[src/hdl/windowed_mean_std_dev_core_defines.svh]
// Assertion macros for the windowed mean and deviation core.
// No dependencies.
`ifndef WINDOWED_MEAN_STD_DEV_CORE_DEFINES_SVH
`define WINDOWED_MEAN_STD_DEV_CORE_DEFINES_SVH
`ifndef SYNTHESIS
`define WMS_ASSERT_IMP(label, clk, rst, a, c) \
   label: assert property (@(posedge clk) disable iff (rst) (a) |-> (c)) \
      else $error("assertion failed");
`define WMS_ASSERT_NXT(label, clk, rst, a, c) \
   label: assert property (@(posedge clk) disable iff (rst) (a) |=> (c)) \
      else $error("assertion failed");
`else
`define WMS_ASSERT_IMP(label, clk, rst, a, c)
`define WMS_ASSERT_NXT(label, clk, rst, a, c)
`endif
`endif

[src/hdl/wmsd_pkg.sv]
// Shared constants and types for the windowed mean and deviation core.
// No dependencies.
`timescale 1ns / 1ps
package wmsd_pkg;
   localparam int MaxWindow = 256;
   localparam int SampleBits = 16;
   localparam int IdxBits = $clog2(MaxWindow);
   localparam int LenBits = IdxBits + 1;
   localparam int SumBits = SampleBits + IdxBits;
   localparam int SqBits = 2 * SampleBits + IdxBits;
   localparam int NumBits = SqBits + LenBits;
   localparam int LsqBits = 2 * LenBits;
   localparam int RootBits = SampleBits;
   localparam int RadBits = 2 * RootBits;
   localparam logic [1:0] CMD_ADD = 2'd0;
   localparam logic [1:0] CMD_CLEAR = 2'd1;
   localparam logic [1:0] CMD_QUERY = 2'd2;
   typedef struct packed {
      logic [SampleBits-1:0] mean_value;
      logic [SampleBits-1:0] std_value;
   } stats_type;
endpackage

[src/hdl/wmsd_sqrt.sv]
// Digit-by-digit floor square root of the radicand clamped to RadBits, one result bit per cycle.
// Depends on wmsd_pkg.
`timescale 1ns / 1ps
module wmsd_sqrt (
   input  logic clock,
   input  logic reset,
   input  logic start,
   input  logic [wmsd_pkg::NumBits-1:0] radicand,
   output logic done,
   output logic [wmsd_pkg::RootBits-1:0] root
);
   import wmsd_pkg::*;
   localparam int CntBits = $clog2(RootBits + 1);
   logic [RadBits-1:0] rad_ff, rad_in;
   logic [RootBits+1:0] rem_ff, rem_in, trial, test;
   logic [RootBits-1:0] root_ff, root_in;
   logic [CntBits-1:0] cnt_ff, cnt_in;
   logic busy_ff, busy_in, done_ff, done_in;
   logic big;
   assign big = (radicand >> RadBits) != '0;
   always_comb begin
      rad_in = rad_ff;
      rem_in = rem_ff;
      root_in = root_ff;
      cnt_in = cnt_ff;
      busy_in = busy_ff;
      done_in = 1'b0;
      trial = {rem_ff[RootBits-1:0], rad_ff[RadBits-1 -: 2]};
      test = {root_ff, 2'b01};
      if (start) begin
         rad_in = big ? '1 : radicand[RadBits-1:0];
         rem_in = '0;
         root_in = '0;
         cnt_in = CntBits'(RootBits);
         busy_in = 1'b1;
      end else if (busy_ff) begin
         rad_in = {rad_ff[RadBits-3:0], 2'b00};
         if (trial >= test) begin
            rem_in = trial - test;
            root_in = {root_ff[RootBits-2:0], 1'b1};
         end else begin
            rem_in = trial;
            root_in = {root_ff[RootBits-2:0], 1'b0};
         end
         cnt_in = cnt_ff - 1'b1;
         if (cnt_ff == CntBits'(1)) begin
            busy_in = 1'b0;
            done_in = 1'b1;
         end
      end
   end
   always_ff @(posedge clock) begin
      rad_ff <= rad_in;
      rem_ff <= rem_in;
      root_ff <= root_in;
      if (reset) begin
         cnt_ff <= '0;
         busy_ff <= 1'b0;
         done_ff <= 1'b0;
      end else begin
         cnt_ff <= cnt_in;
         busy_ff <= busy_in;
         done_ff <= done_in;
      end
   end
   assign done = done_ff;
   assign root = root_ff;
endmodule

[config.mk]
export PLATFORM = sky130hd
export DESIGN_NAME = wmsd_sqrt
export DESIGN_NICKNAME = d
export VERILOG_FILES = /design/src/hdl/windowed_mean_std_dev_core_defines.svh /design/src/hdl/wmsd_pkg.sv /design/src/hdl/wmsd_sqrt.sv
export SDC_FILE = /design/constraint.sdc
export NUM_CORES = 1
export LEC_CHECK = 0
export BUFFER_PORTS_ARGS = -buffer_cell sky130_fd_sc_hd__buf_2
export CAP_MARGIN = 40
export CORE_ASPECT_RATIO = 1.1
export CORE_MARGIN = 10
export CORE_UTILIZATION = 45
export DETAILED_ROUTE_END_ITERATION = 7
export GPL_TIMING_DRIVEN = 0
export PLACE_DENSITY_LB_ADDON = 0.1
export SYNTH_ARGS = -nofsm -noshare
export SYNTH_HDL_FRONTEND = slang
export SYNTH_SLANG_ARGS = --single-unit
[constraint.sdc]
create_clock -name clock -period 2.5 [get_ports clock]
set_clock_uncertainty 0.15 [all_clocks]
set_input_delay 0.5 -clock clock [delete_from_list [all_inputs] [get_ports clock]]
set_output_delay 0.5 -clock clock [all_outputs]
set_load 0.02 [all_outputs]
==> out/results.ini, run 1 <==
[placed_design]
number_of_port_buffers=68
placed_cell_area_um2=4362
detailed_place_hpwl_mm=7.176
placed_cells_incl_taps=613
gp_congestion=0.8402

[pwr]
p_clk_share_pct=26.1
power_switching_mw=1.220
cellPowerDensity_nw_per_um2=726.7
power_frac_comb_pct=36.6
sequentialPowerShare_pct=37.2
swShare_pct=34.03
vdd_drop_max_mv=0.3299
p_int_mw=2.364
power.leakage_nw=1.915

[sta]
max_clock_freq_mhz=408.7
setup_total_negative_slack_ns=0
unrepaired_setup_endpoints_after_global_routing=yes
timing_max_transition_violations_final=0
finalSetupViolCount=0
report.final.hold_viol_count=0
max-slew-margin-rel_pct=48.34
final_min_period_over_clock_period_pct=97.88
tightest_slew_ns=0.7750
timing.final.crit_period_ns=2.447

[worst_setup_path]
required_ns=2.54
critPathArrivalTime_ns=2.49
reg2reg_depth=10
largest_fanout_on_the_critical_path=10
critical_path_startpoint_category=register
worstSetupEndpointType=register
critPathKind=register to register

[cells_and_area]
flow.area_growth_from_synthesis_pct=28.57
final-instance-count-excl-fill=643
insertedDiodeCount=0
num-nets-final=599
final_area_um2=4932
drive_above_1_share_pct=30.08

[drt]
remaining_drc_errors=0
detailedRoute.firstIterationViolations=153
detailroute.via_count=3359
wl_cell_um=15.77
route.final.wire_length_mm=10.14
firstDrtPassIters=4
vias_per_cell=5.224
route.antenna.remaining_nets=0

[die]
fp.dieH_um=116.8
top_level_ports=69
floorplan_core_area_um2=8364
std_cell_rows=35
initial_core_utilization_pct=45.86
die-width_um=108.0
area_of_the_die_um2=12620

[cts]
holdBufCountCts=0
cts_made_buffers=9
cts_buffer_depth=2
clk-insertion-delay-late_ns=0.35
htree_num_levels=3
clock_tree_from_tritoncts=built
cts.clk_slew.worst_paths_ns=0.08
cts.sink_count=71
ctsRootBufferMaster=sky130_fd_sc_hd__clkbuf_8

[job]
drv.max_cap_violation_count=0

[grt]
initial_antenna_violation_count=0
number_of_global_route_vias_before_repair=3350
global_route_wire_length_before_repair_mm=16.26
grt_use_total_pct=16.19
global_route.overflow_total=0
maximum_number_of_pins_on_one_net_before_global_route_repair=19

[logic_synthesis]
synth_largest_area_cell=sky130_fd_sc_hd__edfxtp_1
synthCells=433
ranking_of_synthesized_cells_by_area=sky130_fd_sc_hd__edfxtp_1, sky130_fd_sc_hd__dfxtp_1, sky130_fd_sc_hd__nor2_1, sky130_fd_sc_hd__ha_1, sky130_fd_sc_hd__a21oi_1
synthFlopType=sky130_fd_sc_hd__dfxtp_1
syn-mean-instance-area_um2=8.860
library_cells_used_by_synthesis=48
synth_commonest_cells=sky130_fd_sc_hd__nor2_1, sky130_fd_sc_hd__a21oi_1, sky130_fd_sc_hd__dfxtp_1, sky130_fd_sc_hd__edfxtp_1, sky130_fd_sc_hd__nand2_1
ys_warn_count=0
synthArstFlopShare_pct=0
post_synth_top_area_share_pct=25.05
synth_seq_cells=71
synth-edff-count=32
area_of_the_mapped_netlist_um2=3836
synth_sequential_area_ratio_pct=45.40
yosysMostFrequentCell=sky130_fd_sc_hd__nor2_1
mappedNetlistNets=505

[status]
status=finished, final reports clean

[hold_path]
worst_hold_path_type=input pin to register
worst_hold_path.num_cells=2

==> metrics by stage <==
| step | worst slack (ns) | utilization [%] | power [mW] | hold slack [ns] |
|---|---|---|---|---|
| finish | 0.05294 | 58.97 | 3.584 | 0.2452 |
| global placement | -0.2039 | 51.82 | 2.366 | 0.3327 |
| global route | -0.06932 | 58.97 | 3.780 | 0.2258 |
| CTS | 0.001549 | 56.01 | 3.417 | 0.2277 |
| floorplan | 0.005024 | - | 2.132 | 0.3089 |
| detailed placement | -0.3085 | 52.15 | 2.382 | 0.3363 |
==> timing repair <==
item	CTS	global route
resized for setup	15	43
endpoints found under the setup margin	17	34
buffers inserted	5	9
pin swaps	3	5
==> cell usage in the layout (no fill, tap or decap), types with 5 or more instances in the layout <==
| cell | count |
|---|---|
| sky130_fd_sc_hd__edfxtp_1 | 32 |
| sky130_fd_sc_hd__nor4_1 | 5 |
| sky130_fd_sc_hd__xor2_1 | 5 |
| sky130_fd_sc_hd__nor2_1 | 105 |
| sky130_fd_sc_hd__mux2i_1 | 18 |
| sky130_fd_sc_hd__xnor2_1 | 10 |
| sky130_fd_sc_hd__a311oi_1 | 10 |
| sky130_fd_sc_hd__buf_2 | 68 |
| sky130_fd_sc_hd__o21a_1 | 6 |
| sky130_fd_sc_hd__dfxtp_2 | 12 |
| sky130_fd_sc_hd__ha_1 | 7 |
| sky130_fd_sc_hd__dfxtp_1 | 26 |
| sky130_fd_sc_hd__clkbuf_8 | 9 |
| sky130_fd_sc_hd__a21oi_1 | 40 |
| sky130_fd_sc_hd__nand2_1 | 24 |
| sky130_fd_sc_hd__nor3_1 | 8 |
| sky130_fd_sc_hd__inv_1 | 17 |
| sky130_fd_sc_hd__ha_4 | 12 |
| sky130_fd_sc_hd__buf_4 | 14 |
| sky130_fd_sc_hd__clkbuf_1 | 17 |
==> path summary, 6_finish.rpt <==
path	start	to	slack (ns)
max	root[3]	rem_ff[13]	0.05
min reg2reg	rem_ff[14]	rem_ff[14]	0.35
min	reset	cnt_ff[4]	0.25
max reg2reg	root[3]	rem_ff[13]	0.05
==> worst max-delay path, stage by stage (launching register included) <==
cell and delay [ns]:
sky130_fd_sc_hd__dfxtp_2 0.35, sky130_fd_sc_hd__inv_1 0.07, sky130_fd_sc_hd__ha_4 0.27, sky130_fd_sc_hd__and3_4 0.16
sky130_fd_sc_hd__a221oi_4 0.31, sky130_fd_sc_hd__a211oi_2 0.12, sky130_fd_sc_hd__or3_1 0.39, sky130_fd_sc_hd__buf_6 0.16
sky130_fd_sc_hd__buf_8 0.15, sky130_fd_sc_hd__nand3_1 0.07, sky130_fd_sc_hd__a311oi_1 0.09
==> state kept, by name, summed over array words and instances (netlist names) <==
name	count
rad_ff	32
rem_ff	16
root	16
cnt_ff	5
busy_ff	1
done	1
==> power groups by stage <==
stage	clock [mW]	combinational (mW)	sequential, mW
floorplan	0	0.795	1.34
global placement	0	1.02	1.35
detailed placement	0	1.03	1.35
CTS	0.950	1.14	1.33
global route	1.00	1.44	1.34
finish	0.936	1.31	1.33
==> final cells by class <==
cell class,count,area [um^2]
plain buffers,24,116.4
clock buffers,9,123.9
clock inverters,7,73.82
fillers,782,3432
inverters,22,86.33
multi-input cells,316,2160
flip-flops and latches,71,1760
well taps,111,138.9
repair buffers,83,473.0
==> layer usage <==
layer | wire length [um] | track usage, %
met2 | 4977 | 26.81
met1 | 4373 | 19.43
met4 | 206 | 6.952
met3 | 583 | 4.217
met5 | 0 | 0
==> cell families after synthesis <==
logic type / synth area share [%]
DFF: 45.40
AOI/OAI and AO/OA: 15.53
xor gates and xnor gates: 3.425
buffers and inverters: 4.990
muxes: 4.697
and+or+nand+nor: 19.44
adders and majority gates: 6.523
(Power assumes the default switching activity.)
==> inputs of run 2 (changes only) <==
--- a/config.mk
+++ b/config.mk
@@ -5,13 +5,14 @@
 export SDC_FILE = /design/constraint.sdc
 export NUM_CORES = 1
 export LEC_CHECK = 0
-export BUFFER_PORTS_ARGS = -buffer_cell sky130_fd_sc_hd__buf_2
+export BUFFER_PORTS_ARGS = -buffer_cell sky130_fd_sc_hd__clkbuf_2
 export CAP_MARGIN = 40
 export CORE_ASPECT_RATIO = 1.1
 export CORE_MARGIN = 10
 export CORE_UTILIZATION = 45
 export DETAILED_ROUTE_END_ITERATION = 7
 export GPL_TIMING_DRIVEN = 0
+export MAX_ROUTING_LAYER = met4
 export PLACE_DENSITY_LB_ADDON = 0.1
 export SYNTH_ARGS = -nofsm -noshare
 export SYNTH_HDL_FRONTEND = slang
==> run 2 against run 1 <==
- routed wire length down 0.31%
- maximum frequency fell by 0.88%
- final cell count unchanged
- combinational power grew 5%
- non-clock buffer count is the same
- clock-buffer cell count did not move
- worst setup slack worse by 0.022 ns
- sequential share of layout area decreased by 0.44 points
- total power is 1.1% higher
- first-iteration DRC count shrank 18%
- largest cell class unchanged
==> out/results.ini, run 2 (synthesized netlist as in run 1, its figures left out) <==
[drt]
firstDrtPassIters=5  ; +1
vias_per_cell=5.238  ; +0.27%
wl_cell_um=15.72  ; -0.31%
route.final.wire_length_mm=10.11  ; -0.31%
detailedRoute.firstIterationViolations=125  ; -18%
route.antenna.remaining_nets=0  ; unchanged
detailroute.via_count=3368  ; +0.27%
remaining_drc_errors=0  ; unchanged

[placed_design]
number_of_port_buffers=68  ; unchanged
placed_cell_area_um2=4362  ; unchanged
gp_congestion=0.8489  ; +1.0%
placed_cells_incl_taps=613  ; unchanged
dpl_worst_slack_ns=-0.2348  ; +0.07364 ns
detailed_place_hpwl_mm=7.275  ; +1.4%

[die]
initial_core_utilization_pct=45.86  ; unchanged
fp.dieH_um=116.8  ; unchanged
die-width_um=108.0  ; unchanged
area_of_the_die_um2=12620  ; unchanged
top_level_ports=69  ; unchanged
std_cell_rows=35  ; unchanged
floorplan_core_area_um2=8364  ; unchanged

[cells_and_area]
registers.top_by_ff_count=rad_ff
most-common-layout-cells=sky130_fd_sc_hd__nor2_1, sky130_fd_sc_hd__clkbuf_2, sky130_fd_sc_hd__a21oi_1
num-nets-final=599  ; unchanged
final-instance-count-excl-fill=643  ; unchanged
final_area_um2=5011  ; +1.6%
insertedDiodeCount=0  ; unchanged
drive_above_1_share_pct=31.58  ; +1.5 points
flip_flop_count_of_the_largest_register_after_layout=32  ; unchanged
most_common_cell_after_layout_fill_and_taps_aside=sky130_fd_sc_hd__nor2_1
flow.area_growth_from_synthesis_pct=30.63

[worst_setup_path]
worst-path-buf-inv=3  ; unchanged
crit_chain=inv_2, ha_4, and3_4, a221oi_4, a211oi_4, or3_1, buf_6, buf_8, nand2_2, a311oi_2
reg2reg_from=root[2]
critPathArrivalTime_ns=2.51  ; +0.02 ns
required_ns=2.54  ; about the same
cpPeakStageDelay_ns=0.37  ; -0.02 ns
reg2reg_depth=10  ; unchanged
worstReg2RegEnd=rem_ff[9]
critPathKind=register to register
worst_path_dominant_cell_family=simple AND/OR/NAND/NOR gates
largest_fanout_on_the_critical_path=10  ; unchanged
r2r_setup_slack_ns=0.03  ; -0.02 ns
cp_slowest_cell=sky130_fd_sc_hd__dfxtp_4
worstSetupEndpointType=register
critical_path_startpoint_category=register

[cts]
clock_tree_from_tritoncts=built
cts.sink_count=71  ; unchanged
cts.clk_slew.worst_paths_ns=0.08  ; about the same
htree_num_levels=3  ; unchanged
clk-insertion-delay-late_ns=0.35  ; about the same
ctsRootBufferMaster=sky130_fd_sc_hd__clkbuf_8
cts_made_buffers=9  ; unchanged
cts_buffer_depth=2  ; unchanged

[grt]
global_route_wire_length_before_repair_mm=16.05  ; -1.3%
maximum_number_of_pins_on_one_net_before_global_route_repair=19  ; unchanged
number_of_global_route_vias_before_repair=3331  ; -0.57%
grt_use_total_pct=16.42  ; +0.23 points
initial_antenna_violation_count=0  ; unchanged
global_route.overflow_total=0  ; unchanged

[sta]
unrepaired_setup_endpoints_after_global_routing=yes
hold_ws_ns=0.2617  ; +0.01653 ns
max-slew-margin-rel_pct=49.86  ; +1.5 points
tightest_slew_ns=0.7521  ; -0.02288 ns
final_min_period_over_clock_period_pct=98.75  ; +0.87 points
timing.final.crit_period_ns=2.469  ; +0.02176 ns
max_clock_freq_mhz=405.1  ; -0.88%
report.final.hold_viol_count=0  ; unchanged
post-route-worst-setup-slack_ns=0.03118  ; -0.02176 ns
timing_max_transition_violations_final=0  ; unchanged
finalSetupViolCount=0  ; unchanged

[pwr]
cellPowerDensity_nw_per_um2=723.1  ; -0.49%
vdd_drop_max_mv=0.4081  ; +24%
fin_total_pwr_mw=3.624  ; +1.1%
power.leakage_nw=1.913  ; about the same

[hold_path]
worst_hold_path.num_cells=2  ; unchanged
worst_hold_path_endpoint=cnt_ff[3]
min_from=reset
worst_hold_path_type=input pin to register

[job]
drv.max_cap_violation_count=0  ; unchanged

[status]
status=finished, final reports clean

## run 2: cell types whose count changed in the layout (fill, tap and decap cells not counted), moves of 4 or more
cell / before / now
sky130_fd_sc_hd__a311oi_2: 0 / 4
sky130_fd_sc_hd__a311oi_1: 10 / 6
sky130_fd_sc_hd__buf_2: 68 / 0
sky130_fd_sc_hd__clkbuf_2: 0 / 68
## run 2: metrics by stage
stage	util, %	setup TNS (ns)
final	59.91	0
after detailed placement	52.15	-3.275
after global routing	59.91	-0.2782
after CTS	56.77	0
after global placement	51.82	-7.772
after floorplan	-	0
## run 2: routing by layer
metal | routed length [um] | GRT usage [%]
met1 | 4451 | 19.74
met2 | 4940 | 25.60
met3 | 508 | 4.217
met4 | 209 | 7.041
met5 | 0 | -
## run 2: worst register-to-register path: cells and delay by family (launching register included)
family,cells,cell delay (ns)
compound gates,3,0.58
fa+ha+maj,1,0.25
buf+inv,3,0.36
flops,1,0.37
simple gates,3,0.61
## run 2: power by group
part | switching, mW | internal, mW | leakage [nW]
clock network | 0.458 | 0.461 | 0.0953
logic | 0.725 | 0.646 | 1.24
registers | 0.0619 | 1.27 | 0.576
## run 2: final cells by class
| class | count | area [um^2] |
|---|---|---|
| Sequential cell | 71 | 1767 |
| Timing Repair Buffer | 83 | 473.0 |
| Multi-Input combinational cell | 316 | 2236 |
| Clock buffer | 9 | 123.9 |
| Clock inverter | 7 | 73.82 |
| Fill cell | 753 | 3353 |
| Inverter | 22 | 86.33 |
| Tap cell | 111 | 138.9 |
| Buffer | 24 | 112.6 |
## run 2: what timing repair did
action | in CTS | in global routing
endpoints found under the setup margin | 17 | 32
hold buffers | 0 | 0
resized for setup | 23 | 44
setup buffers | 6 | 8
pin swaps | 5 | 12
## run 2: worst max path at each step
stage                     startpoint         end  slack (ns)  depth (start not counted)
after global routing       rem_ff[2]  rem_ff[13]       -0.03                          9
after detailed placement     root[0]  rem_ff[12]       -0.23                         10
final                        root[2]   rem_ff[9]        0.03                         10
after global placement       root[7]  rem_ff[12]       -0.20                         10
after CTS                    root[6]  rem_ff[12]       0.002                         11
after floorplan              root[2]   rem_ff[7]       0.005                         10
