## src/hdl/windowed_mean_std_dev_core_defines.svh

```systemverilog
// Assertion macros for the windowed mean and deviation core.
// No dependencies.
`ifndef WINDOWED_MEAN_STD_DEV_CORE_DEFINES_SVH
`define WINDOWED_MEAN_STD_DEV_CORE_DEFINES_SVH
`ifndef SYNTHESIS
`define WMS_ASSERT_IMP(label, clk, rst, a, c) \
   label: assert property (@(posedge clk) disable iff (rst) (a) |-> (c)) \
      else $error("assertion failed");
`define WMS_ASSERT_NXT(label, clk, rst, a, c) \
   label: assert property (@(posedge clk) disable iff (rst) (a) |=> (c)) \
      else $error("assertion failed");
`else
`define WMS_ASSERT_IMP(label, clk, rst, a, c)
`define WMS_ASSERT_NXT(label, clk, rst, a, c)
`endif
`endif

```

## src/hdl/wmsd_pkg.sv

```systemverilog
// Shared constants and types for the windowed mean and deviation core.
// No dependencies.
`timescale 1ns / 1ps
package wmsd_pkg;
   localparam int MaxWindow = 256;
   localparam int SampleBits = 16;
   localparam int IdxBits = $clog2(MaxWindow);
   localparam int LenBits = IdxBits + 1;
   localparam int SumBits = SampleBits + IdxBits;
   localparam int SqBits = 2 * SampleBits + IdxBits;
   localparam int NumBits = SqBits + LenBits;
   localparam int LsqBits = 2 * LenBits;
   localparam int RootBits = SampleBits;
   localparam int RadBits = 2 * RootBits;
   localparam logic [1:0] CMD_ADD = 2'd0;
   localparam logic [1:0] CMD_CLEAR = 2'd1;
   localparam logic [1:0] CMD_QUERY = 2'd2;
   typedef struct packed {
      logic [SampleBits-1:0] mean_value;
      logic [SampleBits-1:0] std_value;
   } stats_type;
endpackage

```

## src/hdl/wmsd_divider.sv

```systemverilog
// Restoring divider, one quotient bit per cycle.
// Depends on wmsd_pkg.
`timescale 1ns / 1ps
module wmsd_divider (
   input  logic clock,
   input  logic reset,
   input  logic start,
   input  logic [wmsd_pkg::NumBits-1:0] dividend,
   input  logic [wmsd_pkg::LsqBits-1:0] divisor,
   output logic done,
   output logic [wmsd_pkg::NumBits-1:0] quotient
);
   import wmsd_pkg::*;
   localparam int CntBits = $clog2(NumBits + 1);
   logic [NumBits-1:0] quot_ff, quot_in;
   logic [LsqBits:0] rem_ff, rem_in, trial;
   logic [LsqBits-1:0] dvs_ff;
   logic [CntBits-1:0] cnt_ff, cnt_in;
   logic busy_ff, busy_in, done_ff, done_in;
   always_comb begin
      quot_in = quot_ff;
      rem_in = rem_ff;
      cnt_in = cnt_ff;
      busy_in = busy_ff;
      done_in = 1'b0;
      trial = {rem_ff[LsqBits-1:0], quot_ff[NumBits-1]};
      if (start) begin
         quot_in = dividend;
         rem_in = '0;
         cnt_in = CntBits'(NumBits);
         busy_in = 1'b1;
      end else if (busy_ff) begin
         if (trial >= {1'b0, dvs_ff}) begin
            rem_in = trial - {1'b0, dvs_ff};
            quot_in = {quot_ff[NumBits-2:0], 1'b1};
         end else begin
            rem_in = trial;
            quot_in = {quot_ff[NumBits-2:0], 1'b0};
         end
         cnt_in = cnt_ff - 1'b1;
         if (cnt_ff == CntBits'(1)) begin
            busy_in = 1'b0;
            done_in = 1'b1;
         end
      end
   end
   always_ff @(posedge clock) begin
      quot_ff <= quot_in;
      rem_ff <= rem_in;
      if (start) dvs_ff <= divisor;
      if (reset) begin
         cnt_ff <= '0;
         busy_ff <= 1'b0;
         done_ff <= 1'b0;
      end else begin
         cnt_ff <= cnt_in;
         busy_ff <= busy_in;
         done_ff <= done_in;
      end
   end
   assign done = done_ff;
   assign quotient = quot_ff;
endmodule

```

## config.mk

```make
export PLATFORM = sky130hd
export DESIGN_NAME = wmsd_divider
export DESIGN_NICKNAME = d
export VERILOG_FILES = /design/src/hdl/windowed_mean_std_dev_core_defines.svh /design/src/hdl/wmsd_pkg.sv /design/src/hdl/wmsd_divider.sv
export SDC_FILE = /design/constraint.sdc
export NUM_CORES = 1
export LEC_CHECK = 0
export BUFFER_PORTS_ARGS = -buffer_cell sky130_fd_sc_hd__buf_2
export CORE_ASPECT_RATIO = 1.75
export CORE_MARGIN = 10
export CORE_UTILIZATION = 49
export DETAILED_ROUTE_END_ITERATION = 10
export PLACE_DENSITY = 0.77
export RECOVER_POWER = 25
export SLEW_MARGIN = 20
export SYNTH_ARGS = -nofsm -noshare
export SYNTH_HDL_FRONTEND = slang
export SYNTH_SLANG_ARGS = --single-unit
```

## constraint.sdc

```tcl
create_clock -name clock -period 2.7 [get_ports clock]
set_input_delay 0 -clock clock [delete_from_list [all_inputs] [get_ports clock]]
set_output_delay 0 -clock clock [all_outputs]
set_load 0.01 [all_outputs]
```

==> reports/qor.csv, run 1 <==
stage,metric,value,unit
outcome,result of the run,completed,
synth,syn_nets,508,
cts,CTS Buf Count,9,
timing,Slew Limit Fails,0,
final_layout,Area Overhead vs Synth,36.65,%
job,max_cap viols,0,
cts,CTS H-Tree Depth,3,
global_routing,first-pass GRT wire length,24.57,mm
final_layout,Filler Cell Count,650,
synth,#FFs+latches synth,93,
die,die footprint,14490,um^2
global_routing,antenna violations before repair,0,
cts,Skew-Pair Late Insertion Delay,0.34,ns
detailed_routing,DR WL/cell,20.84,um
die,I/O pin count,120,
hold_path,worst hold path class,primary input to flop,
global_routing,total gr overflow,0,
die,FP Rows,48,
cts,CTS max path bufs,2,
place,dpl cell area,5662,um^2
die,Die Y-Extent,151.9,um
synth,Post-synth ARST share,0,%
worst_setup_path,critical-path maximum fanout,10,
worst_setup_path,CP Data Arrival Time,2.71,ns
synth,Cells after Synth,417,
final_layout,Layout Cells excl Fill,742,
detailed_routing,Antenna Violating Nets Remaining,0,
synth,sequential area share after synthesis,51.98,%
timing,RSZ-0062 raised after global routing,yes,
pwr,peak supply drop,0.0005480,V
worst_setup_path,sequence of cells on the critical path,"inv_1, ha_1, a21oi_1, nand2_1, o211ai_1, a311o_2, nand2_4, mux2_2",
place,Cells after DPL,658,
detailed_routing,TritonRoute pass-1 iters,5,
cts,postcts setup bufs,0,
detailed_routing,via count,4282,
global_routing,GRT Overall Usage,21.58,%
global_routing,vias in the first global route,4664,
place,IO Port Bufs,119,
pwr,Pwr per Cell Area,566.6,nW/um^2
synth,Post-synth EDFFs,67,
synth,Netlist cell types,57,
cts,clock transition at the registers of the reported paths,0.07,ns
die,initial core utilization,49.77,%
synth,commonest register cell after synthesis,edfxtp_1,
final_layout,fin area,6658,um^2
global_routing,largest net degree at the start of global routing,81,
worst_setup_path,"Slowest-stage cell, CP",a311o_2,
synth,Netlist Area Pre-Place,4872,um^2
detailed_routing,Vias/cell,5.771,
cts,clock sink count,93,
place,Post-DP HPWL,9.999,mm
timing,fin crit share,97.12,%
synth,yosys warns,0,
timing,skew final,0.006671,ns
worst_setup_path,CP required,2.79,ns
pwr,Final Power,3772,uW
final_layout,# diodes,0,
timing,Max Freq,381.4,MHz
place,Placer Congestion,0.9383,
die,die extent in x,95.38,um
cts,CTS tree,yes,
detailed_routing,DRT Wirelength,15.46,mm
timing,Final Hold Fails,0,
final_layout,layout cells sized above 1,31.28,%
timing,Slew @ Worst Pin,1.100,ns
final_layout,NumNets Final,703,
worst_setup_path,crit path kind,flop to flop,
cts,CTS Root Cell,clkbuf_16,
timing,Slew HR,26.39,%
timing,fin crit period,2.622,ns
timing,final setup vio count,0,
worst_setup_path,"slowest stage delay, CP",0.39,ns
worst_setup_path,Setup crit end kind,flop,
pwr,Leakage,0.002747,uW
detailed_routing,drt drc,0,
worst_setup_path,crit start category,flop,
detailed_routing,Iter 0 DRT Violations,322,
die,CORE AREA,9789,um^2
timing,hold_ws,0.2230,ns
synth,mean post-synth cell area,11.68,um^2
## cell families after synthesis
kind of cell | after synthesis | share of synthesized area, %
buffers and inverters | 46 | 4.545
adders and majority gates | 21 | 5.547
muxes | 50 | 11.53
and+or+nand+nor | 96 | 9.476
AOI/OAI and AO/OA | 94 | 13.87
DFF | 93 | 51.98
xor gates and xnor gates | 17 | 3.056
## cell type report
cell class                      instances  area (um^2)  share of cell area [%]
Sequential cell                        93         2532                   38.04
Tap cell                              125        156.4                   2.349
Clock inverter                          4        72.57                   1.090
Multi-Input combinational cell        278         2142                   32.17
Inverter                               27        101.3                   1.522
Clock buffer                           12        236.5                   3.552
Timing Repair Buffer                  203         1416                   21.27
## registers in the layout, indices dropped and copies added, names as in the netlist
signal / count
quotient: 49
dvs_ff: 18
rem_ff: 18
cnt_ff: 6
busy_ff: 1
done: 1
## power by group
part / total (uW) / internal (uW) / leakage, uW / switching, uW
logic: 681 / 327 / 0.00172 / 354
registers: 1740 / 1670 / 0.000881 / 72.5
clock network: 1350 / 812 / 0.000148 / 535
total: 3770 / 2810 / 0.00275 / 961
## worst max-delay path: cells and delay by family (launching register included)
family | cells | cell delay, ns
AO/OA/AOI/OAI | 3 | 1.06
buffers and inverters | 1 | 0.08
adder cells (fa/ha/maj) | 1 | 0.24
flip-flops | 1 | 0.38
multiplexers | 1 | 0.32
AND/OR/NAND/NOR | 2 | 0.29
## per-stage QoR
step | setup TNS, ns | util, % | worst slack [ns]
after floorplan | 0 | - | 0.2023
after global placement | 0 | 57.83 | 0.08928
after detailed placement | 0 | 57.83 | 0.04379
after CTS | 0 | 67.84 | 0.03681
after global routing | -0.03981 | 68.01 | -0.01711
final | 0 | 68.01 | 0.07780
## synth_stat cells (3+ instances only)
library cell | instances | share of area, %
nor4_1 | 3 | 0.39
xor2_1 | 4 | 0.72
nor2_1 | 23 | 1.8
nor3_1 | 8 | 0.82
a41oi_1 | 4 | 0.72
o21ai_0 | 14 | 1.4
mux2_2 | 49 | 11
nand2_1 | 29 | 2.2
xnor2_1 | 13 | 2.3
or3_1 | 3 | 0.39
nand4_1 | 5 | 0.64
ha_1 | 20 | 5.1
nand3_1 | 7 | 0.72
buf_6 | 4 | 0.92
a311oi_1 | 3 | 0.54
o31ai_1 | 8 | 1.2
nand2b_1 | 4 | 0.51
inv_1 | 27 | 2.1
edfxtp_1 | 67 | 41
o211ai_1 | 12 | 1.8
dfxtp_1 | 26 | 11
a21o_1 | 4 | 0.62
clkbuf_1 | 10 | 0.77
a21oi_1 | 24 | 2.5
and2_1 | 7 | 0.90
## routing by layer
layer | vias to the layer above | GRT usage (%) | routed length [um]
met5 | - | 0 | 0
li1 | 1959 | - | -
met1 | 2060 | 23.13 | 5505
met2 | 211 | 37.23 | 8134
met3 | 52 | 5.871 | 1047
met4 | 0 | 10.66 | 777
## cells in the final DEF (no fill, tap or decap), drive strengths merged, types with 5 or more instances in the layout
master	n
nand3	7
dfxtp	26
a21oi	24
o211ai	12
nor2	24
o21ai	14
dlygate4sd3	68
ha	20
clkbuf	30
and2	7
o31ai	9
inv	27
nand2	30
edfxtp	67
buf	117
xnor2	13
nand4	5
mux2	49
nor3	8
## timing repair
| action | CTS | global route |
|---|---|---|
| endpoints found under the hold margin | 74 | 1 |
| setup endpoints to repair | 0 | 8 |
| resized for setup | 0 | 8 |
| hold buffers | 67 | 1 |
## path summary, 6_finish.rpt
kind,startpoint,endpoint,slack (ns),cells after the start
hold reg to reg,rem_ff[8],rem_ff[8],0.49,2
hold / removal,start,dvs_ff[9],0.22,2
setup / recovery,dvs_ff[3],quotient[0],0.08,8
setup reg to reg,dvs_ff[3],quotient[0],0.08,8
Note: power is estimated with default switching activity, not from simulation.
==> run 2, diff against run 1 <==
--- a/constraint.sdc
+++ b/constraint.sdc
@@ -3,2 +3,2 @@
 set_output_delay 0 -clock clock [all_outputs]
-set_load 0.01 [all_outputs]
+set_load 0.1 [all_outputs]
==> run 2 against run 1 <==
  * Fmax is 0.44% lower
  * Critical path depth is 1 higher
  * Combinational power is 84% higher
  * Clock-buffer cell count is 3 lower
  * Register-to-register slack hardly changed
  * Die area stayed put
  * Highest routed layer unchanged
==> reports/qor.csv, run 2 (synthesis results as in run 1) <==
stage,metric,value,unit,change
worst_setup_path,CP Data Arrival Time,2.87,ns,was 2.71 ns
final_layout,layout cells sized above 1,38.59,%,was 31.28%
final_layout,max reg flops,49,,unchanged
final_layout,NumNets Final,708,,was 703
die,I/O pin count,120,,unchanged
final_layout,Filler Cell Count,619,,was 650
timing,Worst Slack Setup Final,0.06625,ns,was 0.07780 ns
pwr,clock power share,29.3,%,was 35.7%
timing,fin crit share,97.55,%,was 97.12%
hold_path,worst hold path class,primary input to flop,,unchanged
detailed_routing,drt drc,0,,unchanged
place,Post-Place Worst Slack,0.06193,ns,was 0.04379 ns
detailed_routing,Met3 Wirelength,1.233,mm,was 1.047 mm
final_layout,multi-input logic area,2325,um^2,was 2142 um^2
worst_setup_path,Setup crit end kind,flop,,unchanged
final_layout,Layout Cells excl Fill,748,,was 742
place,IO Port Bufs,119,,unchanged
worst_setup_path,CP required,2.94,ns,was 2.79 ns
detailed_routing,Iter 0 DRT Violations,394,,was 322
global_routing,largest net degree at the start of global routing,81,,unchanged
die,die extent in x,95.38,um,unchanged
global_routing,first-pass GRT wire length,25.39,mm,was 24.57 mm
cts,CTS Root Cell,clkbuf_16,,unchanged
timing,skew final,0.007888,ns,was 0.006671 ns
pwr,Comb power frac,29.5,%,was 18.1%
pwr,Leakage,0.002804,uW,was 0.002747 uW
detailed_routing,Vias/cell,5.797,,was 5.771
detailed_routing,DRT Wirelength,16.18,mm,was 15.46 mm
worst_setup_path,R2R setup slack,0.07,ns,was 0.08 ns
final_layout,Area Overhead vs Synth,41.11,%,was 36.65%
cts,clock transition at the registers of the reported paths,0.07,ns,about the same
timing,Final Hold Fails,0,,unchanged
hold_path,Hold EP,dvs_ff[4],,was dvs_ff[9]
cts,CTS max path bufs,2,,unchanged
global_routing,antenna violations before repair,1,,was 0
die,FP Rows,48,,unchanged
cts,CTS H-Tree Depth,3,,unchanged
worst_setup_path,R2R depth,9,,was 8
global_routing,vias in the first global route,4845,,"was 4,664"
final_layout,Reg area,2532,um^2,unchanged
outcome,result of the run,completed,,unchanged
die,CORE AREA,9789,um^2,unchanged
detailed_routing,DR WL met2,8.403,mm,was 8.134 mm
worst_setup_path,crit start category,flop,,unchanged
detailed_routing,top sig layer,met4,,unchanged
hold_path,Worst Hold Depth,2,,unchanged
detailed_routing,DR WL/cell,21.63,um,was 20.84 um
worst_setup_path,RR Endpoint,rem_ff[0],,was quotient[0]
timing,fin crit period,2.634,ns,was 2.622 ns
die,initial core utilization,49.77,%,unchanged
timing,Max Freq,379.7,MHz,was 381.4 MHz
pwr,Reg power frac,41.2,%,was 46.2%
timing,final setup vio count,0,,unchanged
timing,Slew HR,51.96,%,was 26.39%
place,Placer Congestion,0.8742,,was 0.9383
pwr,Pwr per Cell Area,617.3,nW/um^2,was 566.6 nW/um^2
final_layout,most frequent cells in the layout,"buf_2, dlygate4sd3_1, edfxtp_1",,unchanged
worst_setup_path,crit path kind,flop to flop,,unchanged
global_routing,total gr overflow,0,,unchanged
die,die footprint,14490,um^2,unchanged
timing,Slew Limit Fails,0,,unchanged
detailed_routing,wire length on met1,5.633,mm,was 5.505 mm
detailed_routing,via count,4336,,"was 4,282"
pwr,Pint,2658,uW,was 2812 uW
job,max_cap viols,0,,unchanged
pwr,peak supply drop,0.0005782,V,was 0.0005480 V
worst_setup_path,critical-path maximum fanout,8,,was 10
cts,CTS tree,yes,,unchanged
pwr,switching component of the power,1586,uW,was 960.9 uW
hold_path,Hold Crit Start,start,,unchanged
place,Cells after DPL,662,,was 658
cts,Skew-Pair Late Insertion Delay,0.35,ns,was 0.34 ns
global_routing,GRT Overall Usage,22.23,%,was 21.58%
worst_setup_path,reg2reg start,dvs_ff[13],,was dvs_ff[3]
die,Die Y-Extent,151.9,um,unchanged
cts,clock sink count,93,,unchanged
timing,RSZ-0062 raised after global routing,yes,,unchanged
detailed_routing,Antenna Violating Nets Remaining,0,,unchanged
final_layout,"most common cell after layout, fill and taps aside",buf_2,,unchanged
place,Post-DP HPWL,9.563,mm,was 9.999 mm
pwr,Net Sw Frac,37.38,%,was 25.47%
detailed_routing,TritonRoute pass-1 iters,6,,was 5
cts,CTS Buf Count,9,,unchanged
timing,Slew @ Worst Pin,0.7198,ns,was 1.100 ns
-- run 2: worst max path at each step --
stage,start,endpoint,slack [ns],depth (start not counted)
floorplan,quotient[48],quotient[0],-0.05,8
global placement,dvs_ff[1],rem_ff[15],0.12,9
detailed placement,dvs_ff[1],rem_ff[15],0.06,9
CTS,dvs_ff[1],rem_ff[15],0.05,9
global route,dvs_ff[14],rem_ff[0],-0.04,9
finish,dvs_ff[13],rem_ff[0],0.07,9
-- run 2: metal layers --
metal | track usage, % | up-vias
li1 | - | 1976
met1 | 22.86 | 2068
met2 | 37.32 | 228
met3 | 7.647 | 64
met4 | 13.13 | 0
met5 | 0 | -
-- run 2: through the flow --
step / instance area [um^2] / TNS (ns) / util, % / power, uW / hold slack, ns
2_1_floorplan: 4936 / -0.3039 / - / 2639 / 0.09887
3_3_place_gp: 5756 / 0 / 58.79 / 2856 / 0.1773
3_5_place_dp: 5756 / 0 / 58.79 / 2874 / 0.1785
4_1_cts: 6720 / 0 / 68.65 / 4160 / 0.2245
5_1_grt: 6875 / -0.1454 / 70.23 / 4358 / 0.2578
6_report: 6875 / 0 / 70.23 / 4244 / 0.2296
-- run 2: worst max-delay path, cell delays in order (launching register included) --
cell      delay, ns
edfxtp_1       0.37
inv_2          0.06
ha_4           0.28
nand2_4        0.06
or3_1          0.34
or4_4          0.56
a311oi_4       0.36
buf_6          0.19
nor4_2         0.05
a221o_1        0.25
-- run 2: cell type report --
cell class | instances | share of cell area, %
clock inverter | 7 | 0.8553
sequential | 93 | 36.83
antenna | 1 | 0.03640
multi-input combinational | 278 | 33.81
inverter | 27 | 1.474
clock buffer | 9 | 3.276
timing repair buffer | 208 | 21.44
tap | 125 | 2.275
-- run 2: repair_timing --
item	4_1_cts	5_1_grt
endpoints found under the hold margin	75	0
resized for setup	0	25
buffers inserted	0	1
hold buffers	68	0
setup endpoints to repair	0	10
-- run 2: power groups by stage --
stage	logic, uW	registers (uW)	clock network, uW
finish	1250	1750	1240
global route	1310	1760	1290
CTS	1190	1740	1230
detailed placement	1110	1760	0
global placement	1100	1760	0
floorplan	317	2320	0
==> run 3, diff against run 2 <==
Settings changed: CORE_ASPECT_RATIO 1.75 to 0.8.
==> run 3 against run 2 <==
  * Flip-flop and latch count unchanged
  * Via count fell by 0.55%
  * Setup slack worse by 0.058 ns
  * Critical endpoint unchanged
  * Highest routed layer unchanged
  * Final cell count rose by 2.0%
  * Critical path depth grew 1
  * Worst hold slack better by 0.13 ns
  * Global-route usage down 2.9 points
==> reports/qor.csv, run 3 (synthesis results as in run 1) <==
stage,metric,value,unit,change
outcome,result of the run,completed,,unchanged
die,CORE AREA,9689,um^2,was 9789 um^2
worst_setup_path,CP required,2.92,ns,was 2.94 ns
detailed_routing,TritonRoute pass-1 iters,5,,was 6
global_routing,total gr overflow,0,,unchanged
place,Placer Congestion,0.9185,,was 0.8742
worst_setup_path,crit start category,flop,,unchanged
timing,Slew Limit Fails,0,,unchanged
hold_path,worst hold path class,primary input to flop,,unchanged
die,die extent in x,131.5,um,was 95.38 um
cts,CTS H-Tree Depth,3,,unchanged
detailed_routing,Antenna Violating Nets Remaining,0,,unchanged
hold_path,Worst Hold Depth,2,,unchanged
die,Die Y-Extent,109.2,um,was 151.9 um
timing,total negative slack,0,ns,unchanged
pwr,Pwr per Cell Area,623.5,nW/um^2,was 617.3 nW/um^2
timing,skew final,0.01406,ns,was 0.007888 ns
job,max_cap viols,0,,unchanged
detailed_routing,DR WL/cell,19.29,um,was 21.63 um
detailed_routing,Iter 0 DRT Violations,454,,was 394
worst_setup_path,Setup crit end kind,flop,,unchanged
global_routing,antenna violations before repair,0,,was 1
timing,fin crit period,2.692,ns,was 2.634 ns
place,dpl cell area,5732,um^2,was 5756 um^2
timing,Final Hold Fails,0,,unchanged
global_routing,first-pass GRT wire length,22.44,mm,was 25.39 mm
final_layout,Layout Cells excl Fill,763,,was 748
worst_setup_path,R2R depth,10,,was 9
final_layout,"most common cell after layout, fill and taps aside",buf_2,,unchanged
die,die footprint,14360,um^2,"was 14,490 um^2"
global_routing,GRT Overall Usage,19.35,%,was 22.23%
detailed_routing,Vias/cell,5.651,,was 5.797
detailed_routing,drt drc,0,,unchanged
final_layout,max reg flops,49,,unchanged
cts,clock sink count,93,,unchanged
pwr,Net Sw Frac,35.86,%,was 37.38%
worst_setup_path,R2R setup slack,0.008,ns,was 0.07 ns
cts,Skew-Pair Late Insertion Delay,0.35,ns,about the same
die,FP Rows,32,,was 48
place,Cells after DPL,671,,was 662
cts,CTS Buf Count,9,,unchanged
die,I/O pin count,120,,unchanged
place,Post-DP HPWL,9.161,mm,was 9.563 mm
pwr,Comb power frac,28.5,%,was 29.5%
global_routing,vias in the first global route,4339,,"was 4,845"
place,IO Port Bufs,119,,unchanged
final_layout,NumNets Final,713,,was 708
global_routing,largest net degree at the start of global routing,60,,was 81
worst_setup_path,RR Endpoint,rem_ff[0],,unchanged
cts,CTS tree,yes,,unchanged
worst_setup_path,critical-path maximum fanout,4,,was 8
timing,fin crit share,99.71,%,was 97.55%
timing,final setup vio count,0,,unchanged
cts,clock transition at the registers of the reported paths,0.07,ns,about the same
timing,Slew HR,9.331,%,was 51.96%
detailed_routing,via count,4312,,"was 4,336"
pwr,clock power share,30.8,%,was 29.3%
pwr,switching component of the power,1532,uW,was 1586 uW
die,initial core utilization,50.28,%,was 49.77%
final_layout,Area Overhead vs Synth,40.65,%,was 41.11%
pwr,Reg power frac,40.7,%,was 41.2%
pwr,Final Power,4272,uW,was 4244 uW
cts,CTS max path bufs,2,,unchanged
cts,CTS Root Cell,clkbuf_16,,unchanged
worst_setup_path,CP Data Arrival Time,2.92,ns,was 2.87 ns
hold_path,Hold EP,dvs_ff[10],,was dvs_ff[4]
pwr,peak supply drop,0.0005764,V,was 0.0005782 V
timing,Max Freq,371.5,MHz,was 379.7 MHz
timing,Slew @ Worst Pin,1.360,ns,was 0.7198 ns
worst_setup_path,reg2reg start,dvs_ff[1],,was dvs_ff[13]
pwr,Leakage,0.002820,uW,was 0.002804 uW
pwr,Pint,2741,uW,was 2658 uW
final_layout,Filler Cell Count,696,,was 619
detailed_routing,DRT Wirelength,14.72,mm,was 16.18 mm
worst_setup_path,crit path kind,flop to flop,,unchanged
final_layout,layout cells sized above 1,37.00,%,was 38.59%
final_layout,most frequent cells in the layout,"buf_2, dlygate4sd3_1, edfxtp_1",,unchanged
hold_path,Hold Crit Start,divisor[10],,was start
final_layout,fin area,6853,um^2,was 6875 um^2
final_layout,# diodes,0,,was 1
-- run 3: cell types whose count changed in the layout (fill, tap and decap cells not counted), sizes merged --
cell,change
buf,+3
clkbuf,+2
bufinv,+1
clkinvlp,-1
diode,-1
-- run 3: what timing repair did --
item / in CTS / in global routing
endpoints found under the setup margin: 1 / 12
pin swaps: 0 / 5
endpoints found under the hold margin: 75 / 0
resized for setup: 1 / 14
setup buffers: 0 / 8
hold buffers: 68 / 0
-- run 3: area by class of cell --
class / instances / area (um^2) / area share (%)
clock buffers: 9 / 225.2 / 3.286
repair buffers: 213 / 1496 / 21.84
inverters: 27 / 101.3 / 1.479
clock inverters: 7 / 80.08 / 1.169
well taps: 136 / 170.2 / 2.483
flip-flops and latches: 93 / 2532 / 36.95
multi-input cells: 278 / 2247 / 32.79
-- run 3: worst max-delay path by stage --
stage                 start          end  slack, ns  cells past startpoint
2_1_floorplan  quotient[48]  quotient[0]      -0.05                      8
3_3_place_gp      dvs_ff[1]    rem_ff[0]       0.13                      9
3_5_place_dp      dvs_ff[1]    rem_ff[0]      0.008                      9
4_1_cts           dvs_ff[1]    rem_ff[7]       0.01                      9
5_1_grt           dvs_ff[1]   rem_ff[16]      -0.04                     10
6_report          dvs_ff[1]    rem_ff[0]      0.008                     10
-- run 3: metal layers --
layer	track usage, %	share of wire, %	wire length, um
met1	21.42	37	5454
met2	35.66	53	7806
met3	4.366	6.6	969
met4	8.162	3.3	489
met5	0	0	0
-- run 3: critical path, stage by stage, from the launching register on --
cell and delay (ns):
edfxtp_1 0.34, inv_2 0.06, ha_4 0.28, nand3_1 0.07, or3_1 0.37, or4_4 0.44
a311oi_4 0.40, buf_6 0.17, buf_12 0.10, nor4_1 0.05, a221o_1 0.29
-- run 3: power by group through the flow --
stage | Sequential [uW] | Combinational (uW) | Clock (uW)
floorplan | 2320 | 317 | 0
global placement | 1750 | 1090 | 0
detailed placement | 1760 | 1100 | 0
CTS | 1730 | 1190 | 1330
global route | 1750 | 1270 | 1390
finish | 1740 | 1220 | 1320
-- run 3: metrics by stage --
stage / utilization (%) / hold slack (ns) / setup slack [ns]
6_report: 70.73 / 0.3609 / 0.007963
5_1_grt: 70.73 / 0.3662 / -0.04014
4_1_cts: 69.37 / 0.06274 / 0.01207
3_5_place_dp: 59.16 / 0.1781 / 0.007796
3_3_place_gp: 59.16 / 0.1760 / 0.1254
2_1_floorplan: - / 0.09887 / -0.05279
